`src/design/dtpt_pkg.sv`:
```
// ----------------------------------------------------------------------------
// dtpt_pkg
// Shared constants, state encoding and the command and status bundles of the
// distance threshold point thinning block.
// ----------------------------------------------------------------------------
package dtpt_pkg;

    localparam int MAX_POINTS_DEF = 64;
    localparam int COORD_BITS_DEF = 24;
    localparam int SCALAR_W       = 32;
    localparam int DIST_W         = 23;
    localparam logic [DIST_W-1:0] DIST_RESET = 23'd2560;

    // Configuration port: one 32-bit register per word address.
    localparam int APB_ADDR_W     = 3;
    localparam int APB_DATA_W     = 32;
    localparam logic REG_IDX_MERGE_DISTANCE = 1'b0;

    typedef enum logic [2:0] {
        ST_LOAD,
        ST_SQUARE,
        ST_PIVOT,
        ST_PIVLD,
        ST_SWEEP,
        ST_DRAIN,
        ST_FINDLAST,
        ST_EMIT
    } state_t;

    // Commands from the controller to the datapath.
    typedef struct packed {
        logic wr_en;        // store the accepted point
        logic start;        // capture the threshold for this set
        logic square;       // compute the squared threshold
        logic piv_load;     // latch pivot coordinates from the read data
        logic cmp_issue;    // read data of this address enters the compare pipe
        logic emit_issue;   // read data of this address goes to the output
        logic emit_final;   // the emitted point is the last survivor
        logic overflow;     // the set lost points to a full store
        logic clear;        // clear removal marks for the next set
    } cmd_t;

    // Status from the datapath to the controller.
    typedef struct packed {
        logic removed;      // removal mark at the current read index
        logic pipe_busy;    // a compare is still in flight
        logic emit_ok;      // the output register can take the next point
        logic emit_pend;    // a read for the output is in flight
    } status_t;

endpackage

```
`src/design/dtpt_ctrl.sv`:
```
// ----------------------------------------------------------------------------
// dtpt_ctrl
// Controller: loads a set, walks pivots and sweeps later points, finds the
// last survivor and sequences the emission.
// ----------------------------------------------------------------------------
module dtpt_ctrl #(
    parameter int MAX_POINTS = dtpt_pkg::MAX_POINTS_DEF
) (
    input  logic                                clk,
    input  logic                                rst_n,
    input  logic                                in_valid,
    input  logic                                in_last,
    output logic                                in_ready,
    output dtpt_pkg::cmd_t                      cmd,
    input  dtpt_pkg::status_t                   status,
    output logic [$clog2(MAX_POINTS)-1:0]       rd_idx,
    output logic [$clog2(MAX_POINTS)-1:0]       wr_idx
);

    localparam int IDX_W = $clog2(MAX_POINTS);
    localparam int CNT_W = $clog2(MAX_POINTS + 1);
    localparam logic [CNT_W-1:0] CNT_MAX = CNT_W'(MAX_POINTS);

    dtpt_pkg::state_t state_reg, state_next;
    logic [CNT_W-1:0] cnt_reg, cnt_next;
    logic [CNT_W-1:0] i_reg, i_next;
    logic [CNT_W-1:0] j_reg, j_next;
    logic [IDX_W-1:0] last_reg, last_next;
    logic             ovf_reg, ovf_next;

    logic in_fire;
    logic store_full;
    logic pivot_end;
    logic sweep_end;
    logic emit_end;

    assign in_fire    = in_valid && (state_reg == dtpt_pkg::ST_LOAD);
    assign store_full = (cnt_reg == CNT_MAX);
    assign pivot_end  = ((i_reg + 1'b1) >= cnt_reg);
    assign sweep_end  = ((j_reg + 1'b1) == cnt_reg);
    assign emit_end   = (i_reg == cnt_reg);

    // Next state.
    always_comb
    begin
        state_next = state_reg;
        case (state_reg)
            dtpt_pkg::ST_LOAD:
            begin
                if (in_fire && in_last)
                begin
                    state_next = dtpt_pkg::ST_SQUARE;
                end
            end
            dtpt_pkg::ST_SQUARE:
            begin
                state_next = dtpt_pkg::ST_PIVOT;
            end
            dtpt_pkg::ST_PIVOT:
            begin
                if (pivot_end)
                begin
                    state_next = dtpt_pkg::ST_FINDLAST;
                end
                else if (!status.removed)
                begin
                    state_next = dtpt_pkg::ST_PIVLD;
                end
            end
            dtpt_pkg::ST_PIVLD:
            begin
                state_next = dtpt_pkg::ST_SWEEP;
            end
            dtpt_pkg::ST_SWEEP:
            begin
                if (sweep_end)
                begin
                    state_next = dtpt_pkg::ST_DRAIN;
                end
            end
            dtpt_pkg::ST_DRAIN:
            begin
                if (!status.pipe_busy)
                begin
                    state_next = dtpt_pkg::ST_PIVOT;
                end
            end
            dtpt_pkg::ST_FINDLAST:
            begin
                if (!status.removed)
                begin
                    state_next = dtpt_pkg::ST_EMIT;
                end
            end
            dtpt_pkg::ST_EMIT:
            begin
                if (emit_end && !status.emit_pend)
                begin
                    state_next = dtpt_pkg::ST_LOAD;
                end
            end
            default:
            begin
                state_next = dtpt_pkg::ST_LOAD;
            end
        endcase
    end

    // Commands to the datapath.
    always_comb
    begin
        cmd          = '0;
        cmd.overflow = ovf_reg;
        in_ready     = 1'b0;
        rd_idx       = i_reg[IDX_W-1:0];
        case (state_reg)
            dtpt_pkg::ST_LOAD:
            begin
                in_ready  = 1'b1;
                cmd.wr_en = in_fire && !store_full;
                cmd.start = in_fire && in_last;
            end
            dtpt_pkg::ST_SQUARE:
            begin
                cmd.square = 1'b1;
            end
            dtpt_pkg::ST_PIVOT:
            begin
                rd_idx = i_reg[IDX_W-1:0];
            end
            dtpt_pkg::ST_PIVLD:
            begin
                cmd.piv_load = 1'b1;
            end
            dtpt_pkg::ST_SWEEP:
            begin
                rd_idx        = j_reg[IDX_W-1:0];
                cmd.cmp_issue = 1'b1;
            end
            dtpt_pkg::ST_DRAIN:
            begin
                rd_idx = i_reg[IDX_W-1:0];
            end
            dtpt_pkg::ST_FINDLAST:
            begin
                rd_idx = i_reg[IDX_W-1:0];
            end
            dtpt_pkg::ST_EMIT:
            begin
                rd_idx = i_reg[IDX_W-1:0];
                if (emit_end)
                begin
                    cmd.clear = !status.emit_pend;
                end
                else if (!status.removed && status.emit_ok)
                begin
                    cmd.emit_issue = 1'b1;
                    cmd.emit_final = (i_reg[IDX_W-1:0] == last_reg);
                end
            end
            default:
            begin
                in_ready = 1'b0;
            end
        endcase
    end

    assign wr_idx = cnt_reg[IDX_W-1:0];

    // Counters and flags.
    always_comb
    begin
        cnt_next  = cnt_reg;
        i_next    = i_reg;
        j_next    = j_reg;
        last_next = last_reg;
        ovf_next  = ovf_reg;
        case (state_reg)
            dtpt_pkg::ST_LOAD:
            begin
                if (in_fire)
                begin
                    if (store_full)
                    begin
                        ovf_next = 1'b1;
                    end
                    else
                    begin
                        cnt_next = cnt_reg + 1'b1;
                    end
                end
                i_next = '0;
            end
            dtpt_pkg::ST_SQUARE:
            begin
                i_next = '0;
            end
            dtpt_pkg::ST_PIVOT:
            begin
                if (pivot_end)
                begin
                    i_next = cnt_reg - 1'b1;
                end
                else if (status.removed)
                begin
                    i_next = i_reg + 1'b1;
                end
                else
                begin
                    j_next = i_reg + 1'b1;
                end
            end
            dtpt_pkg::ST_SWEEP:
            begin
                j_next = j_reg + 1'b1;
            end
            dtpt_pkg::ST_DRAIN:
            begin
                if (!status.pipe_busy)
                begin
                    i_next = i_reg + 1'b1;
                end
            end
            dtpt_pkg::ST_FINDLAST:
            begin
                if (status.removed)
                begin
                    i_next = i_reg - 1'b1;
                end
                else
                begin
                    last_next = i_reg[IDX_W-1:0];
                    i_next    = '0;
                end
            end
            dtpt_pkg::ST_EMIT:
            begin
                if (emit_end)
                begin
                    if (!status.emit_pend)
                    begin
                        cnt_next = '0;
                        ovf_next = 1'b0;
                    end
                end
                else if (status.removed || status.emit_ok)
                begin
                    i_next = i_reg + 1'b1;
                end
            end
            default:
            begin
                i_next = i_reg;
            end
        endcase
    end

    always_ff @(posedge clk or negedge rst_n)
    begin
        if (!rst_n)
        begin
            state_reg <= dtpt_pkg::ST_LOAD;
            cnt_reg   <= '0;
            i_reg     <= '0;
            j_reg     <= '0;
            last_reg  <= '0;
            ovf_reg   <= 1'b0;
        end
        else
        begin
            state_reg <= state_next;
            cnt_reg   <= cnt_next;
            i_reg     <= i_next;
            j_reg     <= j_next;
            last_reg  <= last_next;
            ovf_reg   <= ovf_next;
        end
    end

`ifndef ASSERT_OFF
    // The fill count never passes the store size.
    assert property (@(posedge clk) disable iff (!rst_n) cnt_reg <= CNT_MAX)
        else $error("fill count beyond store size");

    // A set is only released once its last survivor has been handed over.
    assert property (@(posedge clk) disable iff (!rst_n)
        cmd.clear |-> emit_end && !status.emit_pend && $past(cmd.emit_final || cmd.clear
        || status.removed || !status.emit_ok || state_reg == dtpt_pkg::ST_EMIT))
        else $error("set cleared before emission finished");
`endif

endmodule
```
`config.mk`:
```
export PLATFORM = sky130hd
export DESIGN_NAME = dtpt_ctrl
export DESIGN_NICKNAME = d
export VERILOG_FILES = /design/src/design/dtpt_pkg.sv /design/src/design/dtpt_ctrl.sv
export SDC_FILE = /design/constraint.sdc
export NUM_CORES = 1
export LEC_CHECK = 0
export BUFFER_PORTS_ARGS = -buffer_cell sky130_fd_sc_hd__buf_2
export CORE_UTILIZATION = 30
export CTS_BUF_LIST = sky130_fd_sc_hd__clkbuf_16
export DETAILED_ROUTE_END_ITERATION = 8
export SLEW_MARGIN = 25
export SYNTH_ARGS = -nofsm -noshare
export SYNTH_HDL_FRONTEND = slang
export SYNTH_SLANG_ARGS = --single-unit
```
`constraint.sdc`:
```
create_clock -name clk -period 4.7 [get_ports clk]
set_input_delay 0.235 -clock clk [delete_from_list [all_inputs] [get_ports clk]]
set_output_delay 0.235 -clock clk [all_outputs]
set_load 0.1 [all_outputs]
```
* Yosys cells after proc, flatten, opt, wreduce, memory -nomap -nowiden
Cells that the tools add are included.
** Word-level totals
- Bits in registers :: 31
- Output and inout bits :: 22
- Word-level logic and storage cells :: 99
** Operators by class
- Add/subtract/negate cells :: 5
- Order comparisons :: 1
- Equal/unequal tests :: 27
- Multiplexer cells :: 39
- Bitwise gates (word level) :: 1
- Reductions and logical operators :: 20
** Operator list (number)
- 7-bit two-way mux :: 12
- 7-bit case mux with 5 select lines :: 1
- 7-bit case mux with 2 select lines :: 2
- 2-bit inequality test, second input constant :: 13
- 3-bit case mux with 8 select lines :: 1
- 7-bit by 1-bit adder with 7-bit output, second input constant :: 3
- 3-bit two-way mux :: 7
- 5-bit AND reduction :: 3
- 7-bit equality test :: 2
- 7-bit by 1-bit subtractor with 7-bit output, second input constant :: 2
- 3-bit equality test, second input constant :: 4
- 1-bit two-way mux :: 10
- 2-bit two-way mux :: 4
- 7-bit equality test, second input constant :: 1
- 7-bit >= comparator :: 1
- 3-bit by 2-bit equality test with 1-bit output, second input constant :: 2
- 6-bit equality test :: 1
- 6-bit two-way mux :: 1
- 3-bit inequality test, second input constant :: 2
- 6-bit AND reduction :: 1
- 1-bit logical AND :: 5
- 5-bit nonzero test :: 1
- 2-bit nonzero test :: 2
- 3-bit by 1-bit equality test with 1-bit output, second input constant :: 1
- other kinds (9) :: 11

* Longest topological paths before layout
Gate-level depths: netlist (run 1).
- Depth after elaboration :: 5
- Mapped depth :: 12
- Mapped depth without buffers :: 11

* Least setup slack after synthesis (run 1)
No wires, ideal clock.
- Path kind :: reg-to-reg
- Start :: register state_reg[0]
- End :: register cnt_reg[5]
- Setup time :: 0.124 ns
- Arrival :: 4.303 ns
- Path slack :: 0.272 ns
- Stages on the path, launching flop included :: 9
- Cells stage by stage :: dfrtp_1 inv_1 ha_1 nor2b_1 nand2_1 nor2_1 inv_1 a211oi_1 nor2_1
** On the way
- Cells in the longest elaborated chain, start to end :: 4
** Ends and longest elaborated chain
- start: declaration :: RTL line dtpt_ctrl.sv:24 : dtpt_pkg::state_t state_reg, state_next;
- start signal: assignment :: RTL line dtpt_ctrl.sv:262 : state_reg <= dtpt_pkg::ST_LOAD;
- start signal: assignment :: RTL line dtpt_ctrl.sv:271 : state_reg <= state_next;
- 3-bit zero test :: RTL line dtpt_ctrl.sv:37, dtpt_ctrl.sv:178
- 1-bit logical AND :: RTL line dtpt_ctrl.sv:37 : assign in_fire = in_valid && (state_reg == dtpt_pkg::ST_LOAD);
- 2-bit inequality test (no source line)
- 5-bit AND reduction (no source line)
- end signal: assignment :: RTL line dtpt_ctrl.sv:272 : cnt_reg <= cnt_next;
- end: declaration :: RTL line dtpt_ctrl.sv:25 : logic [CNT_W-1:0] cnt_reg, cnt_next;
Parallel ways exist; a longest one is shown, timed or not.
A chain may end at the register's enable or synchronous reset.

* Final worst setup path (run 1)
- Start :: register i_reg[1]
- End :: register j_reg[2]
** On the way
- Cells in the longest elaborated chain, start to end :: 4
** Ends and longest elaborated chain
- start: declaration :: RTL line dtpt_ctrl.sv:26 : logic [CNT_W-1:0] i_reg, i_next;
- start signal: assignment :: RTL line dtpt_ctrl.sv:273 : i_reg <= i_next;
- 7-bit by 1-bit adder with 7-bit output (*) :: RTL line dtpt_ctrl.sv:39, dtpt_ctrl.sv:210
- 7-bit >= comparator or 7-bit two-way mux (tied branches) :: RTL line dtpt_ctrl.sv:39, dtpt_ctrl.sv:204
- 2-bit inequality test (no source line) or 7-bit two-way mux (tied branches)
- 3-bit AND reduction (no source line) or 7-bit case mux with 2 select lines (tied branches)
- end signal: assignment :: RTL line dtpt_ctrl.sv:274 : j_reg <= j_next;
- end: declaration :: RTL line dtpt_ctrl.sv:27 : logic [CNT_W-1:0] j_reg, j_next;
Mark *: on every way between the ends. The rest lies on a longest branch, timed or not. The select of a mux whose other input is x is not followed.

==> results of run 1 <==
[area by class of cell]
type                    count  area [um2]  share of cell area
well taps                 108       135.1             0.04405
flip-flops and latches     31       775.7              0.2529
clock inverters             3       38.79             0.01264
inverters                  20       75.07             0.02447
repair buffers             29       145.1             0.04731
clock buffers               5       125.1             0.04078
multi-input cells         249        1773              0.5779
[worst max-delay path, stage by stage (launching register included)]
cell	delay (ns)
dfrtp_1	0.50
ha_1	0.31
nand3_1	0.14
nor2_1	0.17
xor2_1	0.26
ha_1	0.31
a21oi_1	0.18
o211a_1	0.20
o21ai_1	0.17
a22oi_1	0.54
o21ai_0	0.18
a22o_1	0.26
[path summary, 6_finish.rpt]
kind                                            from                       to  depth (start not counted)
worst max-delay path            i_reg[1]$_DFFE_PN0P_     j_reg[2]$_DFFE_PN0P_                         11
worst min-delay path                           rst_n  last_reg[3]$_DFFE_PN0P_                          1
worst max register to register  i_reg[1]$_DFFE_PN0P_     j_reg[2]$_DFFE_PN0P_                         11
worst min register to register   ovf_reg$_DFFE_PN0P_      ovf_reg$_DFFE_PN0P_                          2
max in group asynchronous                      rst_n      ovf_reg$_DFFE_PN0P_                          1
min in group clk                            in_valid      ovf_reg$_DFFE_PN0P_                          3
[routing by layer]
metal  share of wire  routed length [um]  track usage
met1            0.45                3385       0.2230
met2            0.46                3486       0.2519
met3           0.069                 521      0.03221
met4           0.023                 174      0.06527
met5               0                   0            0
[stage by stage]
| step | std cells | setup WS, ns | hold WS (ns) | utilization | area, um2 |
|---|---|---|---|---|---|
| 2_1_floorplan | 329 | 0.2723 | -0.06059 | - | 2768 |
| 3_3_place_gp | 437 | 1.574 | 0.3402 | 0.3298 | 2904 |
| 3_5_place_dp | 437 | 1.420 | 0.3511 | 0.3298 | 2904 |
| 4_1_cts | 445 | 1.433 | 0.05814 | 0.3484 | 3068 |
| 5_1_grt | 445 | 1.111 | 0.09304 | 0.3484 | 3068 |
| 6_report | 445 | 1.384 | 0.03330 | 0.3484 | 3068 |
[cell usage in the layout (no fill, tap or decap), types with 3 or more instances in the layout]
cell and n:
nor4_2 3, buf_2 29, o211ai_1 3, o21ai_0 12, inv_1 19, xnor2_1 24, mux2_2 4, a2bb2oi_1 4
nand3_1 12, o221ai_1 6, nor2b_1 5, dfrtp_1 31, clkbuf_16 5, ha_1 18, xor2_1 13, a221o_1 3
and3_1 5, o22ai_1 5, nand2_1 41, a31oi_1 5, nor3_1 8, nor2_1 15, a22o_1 8, nor4_1 4
a21oi_1 13
[kinds of logic (layout without fill, tap and decap cells)]
| kind of cell | Yosys count | in the layout |
|---|---|---|
| compound gates | 78 | 78 |
| xor+xnor | 37 | 37 |
| fa+ha+maj | 18 | 18 |
| buf+inv | 49 | 57 |
| flops | 31 | 31 |
| mux | 7 | 7 |
| simple gates | 109 | 109 |
==> results.yml, run 1 <==
grt:
  antenna_found_initial: 0
  grt_pass1_vias: 2360
  grt-ovfl-total: 0
  grt_pass1_wl_mm: 12.39
  grt_max_degree: 32
  grt.total_usage: 0.1631
clock_tree:
  cts_inserted_buffers: 5
  htree_num_levels: 2
  clk_path_buf_depth: 2
  post_cts_buffers: 0
  insertion_delay_ns: 0.28
  cts_resized: 0
  cts.root.buffer_cell: "clkbuf_16"
  numClockSinks: 31
  cts.hold.buffers_added: 0
  cts_tree: "built"
  path_clk_slew_ns: 0.06
detailed_routing:
  wl_mm: 7.567
  dr.pass1.iters: 6
  vias: 2468
  wl_per_cell_um: 17.00
  drt-vias-per-instance: 5.546
  ant_nets: 0
  drt_iter0_markers: 188
  drcViolationCount: 2
synth:
  syn_avg_cell_area_um2: 8.412
  synth_top_family_by_area: "compound AO/OA/AOI/OAI gates"
  syn_area_um2: 2768
  synth_flop_cell: "dfrtp_1"
  synth_edf_count: 0
  synth_seq_cells: 31
  synth_area_leaders: "dfrtp_1 28%, ha_1 8.1%, xnor2_1 7.6%"
  synthSimpleGateAreaFrac: 0.2030
  synthesis.nets: 355
  ys_warn_count: 0
  synth_fa_ha_area_frac: 0.08137
  yosysUniqueCellTypes: 57
  synth_compound_area_frac: 0.2116
  synth-xor-area-share: 0.1171
  async_reset_ff_frac: 1.000
  synth.area.mux_share: 0.02758
  synth_top_area_frac: 0.2803
  seq_area_frac_synth: 0.2803
  yosysMostFrequentCell: "nand2_1"
  synthTopCellsByCount: "41 x nand2_1, 31 x dfrtp_1, 24 x xnor2_1"
  syn-instance-count: 329
  synth_area_leader_cell: "dfrtp_1"
flow_run:
  maxCapViolCount: 0
finish:
  fillers: 902
  drive_above_1_share: 0.1513
  syn2layout_area_growth_pct: 10.85
  fin_nets: 362
  insertedDiodeCount: 0
worst_setup_path:
  path_class: "register to register"
  critPathLaunchType: "register"
  cp.required_ns: 4.87
  crit_path_end_kind: "register"
  ff2ff_setup_slack_ns: 1.38
  arrival_ns: 3.48
  cp_max_fo: 9
sta:
  max_freq_mhz: 301.6
  rsz0062_at_grt: "false"
  slew_viol_final: 0
  fin_setup_tns_ns: 0
  finalHoldViolations: 0
  finalSetupViolCount: 0
  post-route-period-util: 0.7056
  period_minus_slack_ns: 3.316
  fin_skew_ns: 0.004949
  slew_headroom: 0.4921
  worst_pin_slew_ns: 0.7619
die:
  die_area_um2: 9614
  io_pins: 30
  dieWidth_um: 98.05
  coreArea_um2: 8806
  initial_core_util: 0.3143
  num_rows: 34
  fp.dieH_um: 98.05
placed_design:
  port_buffers: 29
  dp_hpwl_mm: 5.620
  gp_congestion: 0.9008
outcome:
  status: "finished, violations left"
  violations: "DRC"
hold_path:
  hold_class: "input pin to asynchronous set/reset pin"
Power of run 1 is left out: the tool's default activity adds up to more than one toggle a clock period on the data nets, which glitch-free logic cannot reach.
==> run 2: changes to the inputs <==
==> constraint.sdc (replaced) <==
create_clock -name clk -period 2.7 [get_ports clk]
set_input_delay 0.135 -clock clk [delete_from_list [all_inputs] [get_ports clk]]
set_output_delay 0.135 -clock clk [all_outputs]
set_load 0.1 [all_outputs]
==> results.yml, run 2 (synthesized netlist as in run 1, its figures left out) <==
outcome:
  status: "finished, violations left"
  violations: "DRC"
grt:
  grt_pass1_wl_mm: 13.37
  use_met3: 0.02792
  antenna_found_initial: 0
  grt-ovfl-total: 0
  grt_pass1_vias: 2600
  grt.total_usage: 0.1766
  grt_max_degree: 32
  grt_use_met1: 0.2289
  globalRouteMet2Util: 0.3023
  busiest_layer: "met2"
detailed_routing:
  ant_nets: 0
  vias: 2672
  wl_mm: 8.258
  drcViolationCount: 2
  dr.pass1.iters: 6
  drt-vias-per-instance: 5.498
  wl_per_cell_um: 16.99
  drt_iter0_markers: 158
sta:
  rsz0062_at_grt: "true"
  fin_ws_ns: 0.04817
  fin_skew_ns: 0.006711
  finalHoldViolations: 0
  worst_pin_slew_ns: 0.8036
  max_freq_mhz: 377.1
  slew_headroom: 0.4642
  finalSetupViolCount: 0
  period_minus_slack_ns: 2.652
  fin_setup_tns_ns: 0
  slew_viol_final: 0
  post-route-period-util: 0.9822
finish:
  final_common_cell: "nand2_1"
  fillers: 834
  drive_above_1_share: 0.3122
  insertedDiodeCount: 0
  layout_common_cells: "40 x nand2_1, 37 x buf_4, 28 x dfrtp_1, 25 x buf_2, 22 x xnor2_1"
  fin_area_um2: 3601
  syn2layout_area_growth_pct: 30.11
  seq_area_um2: 779.5
  multi_input_area_um2: 1947
  fin_nets: 403
clock_tree:
  path_clk_slew_ns: 0.06
  cts.root.buffer_cell: "clkbuf_16"
  cts_tree: "built"
  htree_num_levels: 2
  insertion_delay_ns: 0.29
  clk_path_buf_depth: 2
  cts_inserted_buffers: 5
  numClockSinks: 31
placed_design:
  port_buffers: 29
  dpl-instance-area_um2: 3237
  dp_hpwl_mm: 6.165
  post-place-ws_ns: -0.01610
  gp_congestion: 0.9483
worst_setup_path:
  crit_path_end_kind: "output port"
  cp.required_ns: 2.57
  r2r-start: "i_reg[1]$_DFFE_PN0P_"
  critPathLaunchType: "register"
  ff2ff_setup_slack_ns: 0.08
  worst_r2r_endpoint: "i_reg[3]$_DFFE_PN0P_"
  cp_max_fo: 8
  path_class: "register to output port"
  arrival_ns: 2.52
  reg2reg_depth: 11
hold_path:
  min_to: "ovf_reg$_DFFE_PN0P_"
  hold_path_depth: 3
  hold_class: "input pin to register"
  min_from: "in_valid"
flow_run:
  maxCapViolCount: 0
die:
  die_area_um2: 9614
  fp.dieH_um: 98.05
  initial_core_util: 0.3143
  num_rows: 34
  coreArea_um2: 8806
  io_pins: 30
  dieWidth_um: 98.05
-- run 2: cell count changes in the layout (fill, tap and decap cells not counted), moves of 3 or more --
cell / change
o221ai_2: +3
buf_12: +4
buf_6: +3
nor2_1: -3
dfrtp_2: +3
buf_2: -4
nor2_4: +4
dfrtp_1: -3
o221ai_1: -3
o21ai_0: -3
buf_4: +37
-- run 2: timing repair --
action | 4_1_cts | 5_1_grt
endpoints found under the hold margin | 31 | 0
setup buffers | 2 | 6
hold buffers | 1 | 0
resized for setup | 8 | 25
pin swaps | 5 | 16
setup endpoints to repair | 7 | 16
-- run 2: cell type report --
type | count | share of cell area
Clock buffer | 5 | 0.03475
Timing Repair Buffer | 70 | 0.1463
Sequential cell | 31 | 0.2165
Inverter | 20 | 0.02085
Clock inverter | 3 | 0.003475
Tap cell | 108 | 0.03753
Multi-Input combinational cell | 249 | 0.5407
-- run 2: how the worst max path moves through the flow --
| stage | from | to | slack [ns] | cells past startpoint |
|---|---|---|---|---|
| 3_5_place_dp | i_reg[1]$_DFFE_PN0P_ | i_reg[6]$_DFFE_PN0P_ | -0.02 | 12 |
| 2_1_floorplan | i_reg[0]$_DFFE_PN0P_ | j_reg[2]$_DFFE_PN0P_ | 0.002 | 11 |
| 6_report | i_reg[0]$_DFFE_PN0P_ | cmd[2] | 0.05 | 7 |
| 5_1_grt | i_reg[1]$_DFFE_PN0P_ | i_reg[3]$_DFFE_PN0P_ | -0.03 | 11 |
| 3_3_place_gp | i_reg[0]$_DFFE_PN0P_ | i_reg[5]$_DFFE_PN0P_ | 0.1 | 12 |
| 4_1_cts | i_reg[0]$_DFFE_PN0P_ | i_reg[6]$_DFFE_PN0P_ | -0.006 | 12 |
-- run 2: through the flow --
stage,hold WS (ns),cells,util
2_1_floorplan,-0.1606,329,-
3_3_place_gp,0.2546,469,0.3676
3_5_place_dp,0.2601,469,0.3676
4_1_cts,0.1545,480,0.3887
5_1_grt,0.1929,486,0.4089
6_report,0.1633,486,0.4089
-- run 2: critical path, stage by stage, from the launching register on --
cell and delay [ns]:
dfrtp_2 0.43, buf_6 0.15, ha_1 0.29, or4_4 0.51, or2_4 0.29, and4_4 0.19, and4_2 0.19, buf_12 0.17
-- run 2: routing by layer --
metal	up-vias	share of wire
met2	65	0.49
met5	-	0
li1	1265	-
met3	13	0.054
met4	0	0.016
met1	1329	0.44
Power of run 2 is left out for the same reason.
==> run 3: changes to the inputs <==
--- a/config.mk
+++ b/config.mk
@@ -5,6 +5,7 @@
 export SDC_FILE = /design/constraint.sdc
 export NUM_CORES = 1
 export LEC_CHECK = 0
+export ABC_AREA = 1
 export BUFFER_PORTS_ARGS = -buffer_cell sky130_fd_sc_hd__buf_2
 export CORE_UTILIZATION = 30
 export CTS_BUF_LIST = sky130_fd_sc_hd__clkbuf_16
==> results.yml, run 3 <==
outcome:
  status: "finished clean"
detailed_routing:
  vias: 3026
  drt-vias-per-instance: 4.834
  dr.pass1.iters: 5
  ant_nets: 0
  drcViolationCount: 0
  wl_per_cell_um: 13.96
  wl_mm: 8.739
  drt_iter0_markers: 199
worst_setup_path:
  cp_slowest_cell: "dfrtp_1"
  cp_top_family: "simple AND/OR/NAND/NOR gates"
  path_cells: "buf_6 -> nand3_1 -> nor2_2 -> inv_1 -> nand2_1 -> inv_1 -> ha_1 -> nand2_1 -> nor2_1 -> nand4_2 -> nand3_4 -> nor2_8 -> buf_4 -> o21ai_1 -> nand2_1 -> nand2_1 -> nand2_1"
  reg2reg_depth: 17
  r2r-start: "i_reg[1]$_DFFE_PN0P_"
  path_buf_inv: 4
  path_class: "register to register"
  crit_top_cell: "nand2_1"
  ff2ff_setup_slack_ns: 0.13
  arrival_ns: 2.74
  cp.required_ns: 2.87
  worst_r2r_endpoint: "i_reg[4]$_DFFE_PN0P_"
  max_stage_delay_ns: 0.41
  cp_max_fo: 6
  crit_path_end_kind: "register"
  critPathLaunchType: "register"
synth:
  ys_warn_count: 0
  syn-instance-count: 451
  synth_flop_cell: "dfrtp_1"
  yosysMostFrequentCell: "nand2_1"
  synth_area_leaders: "dfrtp_1 25%, nand2_1 16%, ha_1 7.3%"
  synth_area_leader_cell: "dfrtp_1"
  synthesis.nets: 477
  seq_area_frac_synth: 0.2529
  synthTopCellsByCount: "132 x nand2_1, 46 x inv_1, 40 x nand3_1"
  syn_avg_cell_area_um2: 6.803
  yosysUniqueCellTypes: 42
  syn_area_um2: 3068
  async_reset_ff_frac: 1.000
  synth_edf_count: 0
  synth_top_area_frac: 0.2529
  synth_seq_cells: 31
clock_tree:
  cts_inserted_buffers: 5
  htree_num_levels: 2
  numClockSinks: 31
  path_clk_slew_ns: 0.06
  clk_path_buf_depth: 2
  cts_tree: "built"
  cts.root.buffer_cell: "clkbuf_16"
  insertion_delay_ns: 0.29
sta:
  worst_pin_slew_ns: 0.7169
  finalHoldViolations: 0
  finalSetupViolCount: 0
  max_freq_mhz: 389.4
  fin_skew_ns: 0.008779
  post-route-period-util: 0.9512
  slew_headroom: 0.5221
  period_minus_slack_ns: 2.568
  slew_viol_final: 0
  whs_ns: 0.2054
die:
  coreArea_um2: 9864
  fp.dieH_um: 103.1
  num_rows: 36
  dieWidth_um: 103.1
  io_pins: 30
  initial_core_util: 0.3110
  die_area_um2: 10630
finish:
  layout_common_cells: "132 x nand2_1, 45 x inv_1, 39 x nand3_1, 31 x dfrtp_1, 29 x buf_2"
  seq_area_um2: 775.7
  syn2layout_area_growth_pct: 19.41
  multi_input_area_um2: 1996
  fillers: 1024
  fin_area_um2: 3664
  fin_nets: 518
  insertedDiodeCount: 0
  final_common_cell: "nand2_1"
  drive_above_1_share: 0.2434
placed_design:
  gp_congestion: 0.8907
  port_buffers: 29
  dp_hpwl_mm: 6.621
  dpl-instance-area_um2: 3324
grt:
  grt_pass1_wl_mm: 13.92
  grt-ovfl-total: 0
  grt_pass1_vias: 2768
  antenna_found_initial: 0
  grt.total_usage: 0.1722
  grt_max_degree: 32
hold_path:
  min_from: "in_valid"
  hold_path_depth: 3
  hold_class: "input pin to register"
  min_to: "cnt_reg[0]$_DFFE_PN0P_"
flow_run:
  maxCapViolCount: 0
run 3: changes by cell type after synthesis, moves of 16 or more:
cell | before | now
xnor2_1 | 24 | 2
clkbuf_1 | 18 | 2
nand3_1 | 12 | 40
o21ai_0 | 12 | 35
nand2_1 | 41 | 132
inv_1 | 19 | 46
run 3: worst max-delay path by stage:
stage                           endpoint                 start  slack, ns  cells past startpoint
floorplan                         cmd[2]  i_reg[0]$_DFFE_PN0P_      -0.64                      7
global placement    j_reg[2]$_DFFE_PN0P_  i_reg[0]$_DFFE_PN0P_       0.14                     15
detailed placement  j_reg[2]$_DFFE_PN0P_  i_reg[0]$_DFFE_PN0P_       0.07                     15
CTS                 j_reg[2]$_DFFE_PN0P_  i_reg[0]$_DFFE_PN0P_       0.02                     15
global route        i_reg[4]$_DFFE_PN0P_  i_reg[1]$_DFFE_PN0P_      -0.04                     17
finish              i_reg[4]$_DFFE_PN0P_  i_reg[1]$_DFFE_PN0P_       0.13                     17
run 3: per-stage QoR:
stage	setup TNS (ns)	instances	util	setup WS, ns
6_report	0	626	0.3714	0.1319
5_1_grt	-0.1786	626	0.3714	-0.03961
4_1_cts	0	613	0.3522	0.02077
3_5_place_dp	0	604	0.3370	0.06602
3_3_place_gp	0	604	0.3370	0.1447
2_1_floorplan	-0.6391	451	-	-0.6391
run 3: area by class of cell:
type	instances	share of cell area
multi-input combinational	342	0.5447
sequential	31	0.2117
timing repair buffer	56	0.1011
inverter	56	0.05874
tap	133	0.04542
clock buffer	5	0.03415
clock inverter	3	0.004098
run 3: kinds of logic after synthesis:
family,Yosys count,share of synthesized area
xor gates and xnor gates,20,0.05710
DFF,31,0.2529
buffers and inverters,78,0.1236
AOI/OAI and AO/OA,61,0.1203
adders and majority gates,18,0.07341
and+or+nand+nor,243,0.3728
run 3: per-layer routing:
metal | up-vias | share of wire | wire (um) | track usage
met4 | 0 | 0.024 | 207 | 0.05417
met3 | 23 | 0.058 | 503 | 0.02576
met1 | 1383 | 0.48 | 4153 | 0.2381
li1 | 1522 | - | - | -
met2 | 98 | 0.44 | 3874 | 0.2754
met5 | - | 0 | 0 | 0
run 3: worst min-delay path, stage by stage:
cell and delay (ns):
buf_2 0.12, nand3_1 0.12, a21oi_1 0.08
run 3: what timing repair did:
item	4_1_cts	5_1_grt
resized for setup	0	19
hold buffers	1	0
setup buffers	0	13
hold endpoints to repair	31	0
endpoints found under the setup margin	0	17
Power of run 3 is left out for the same reason.
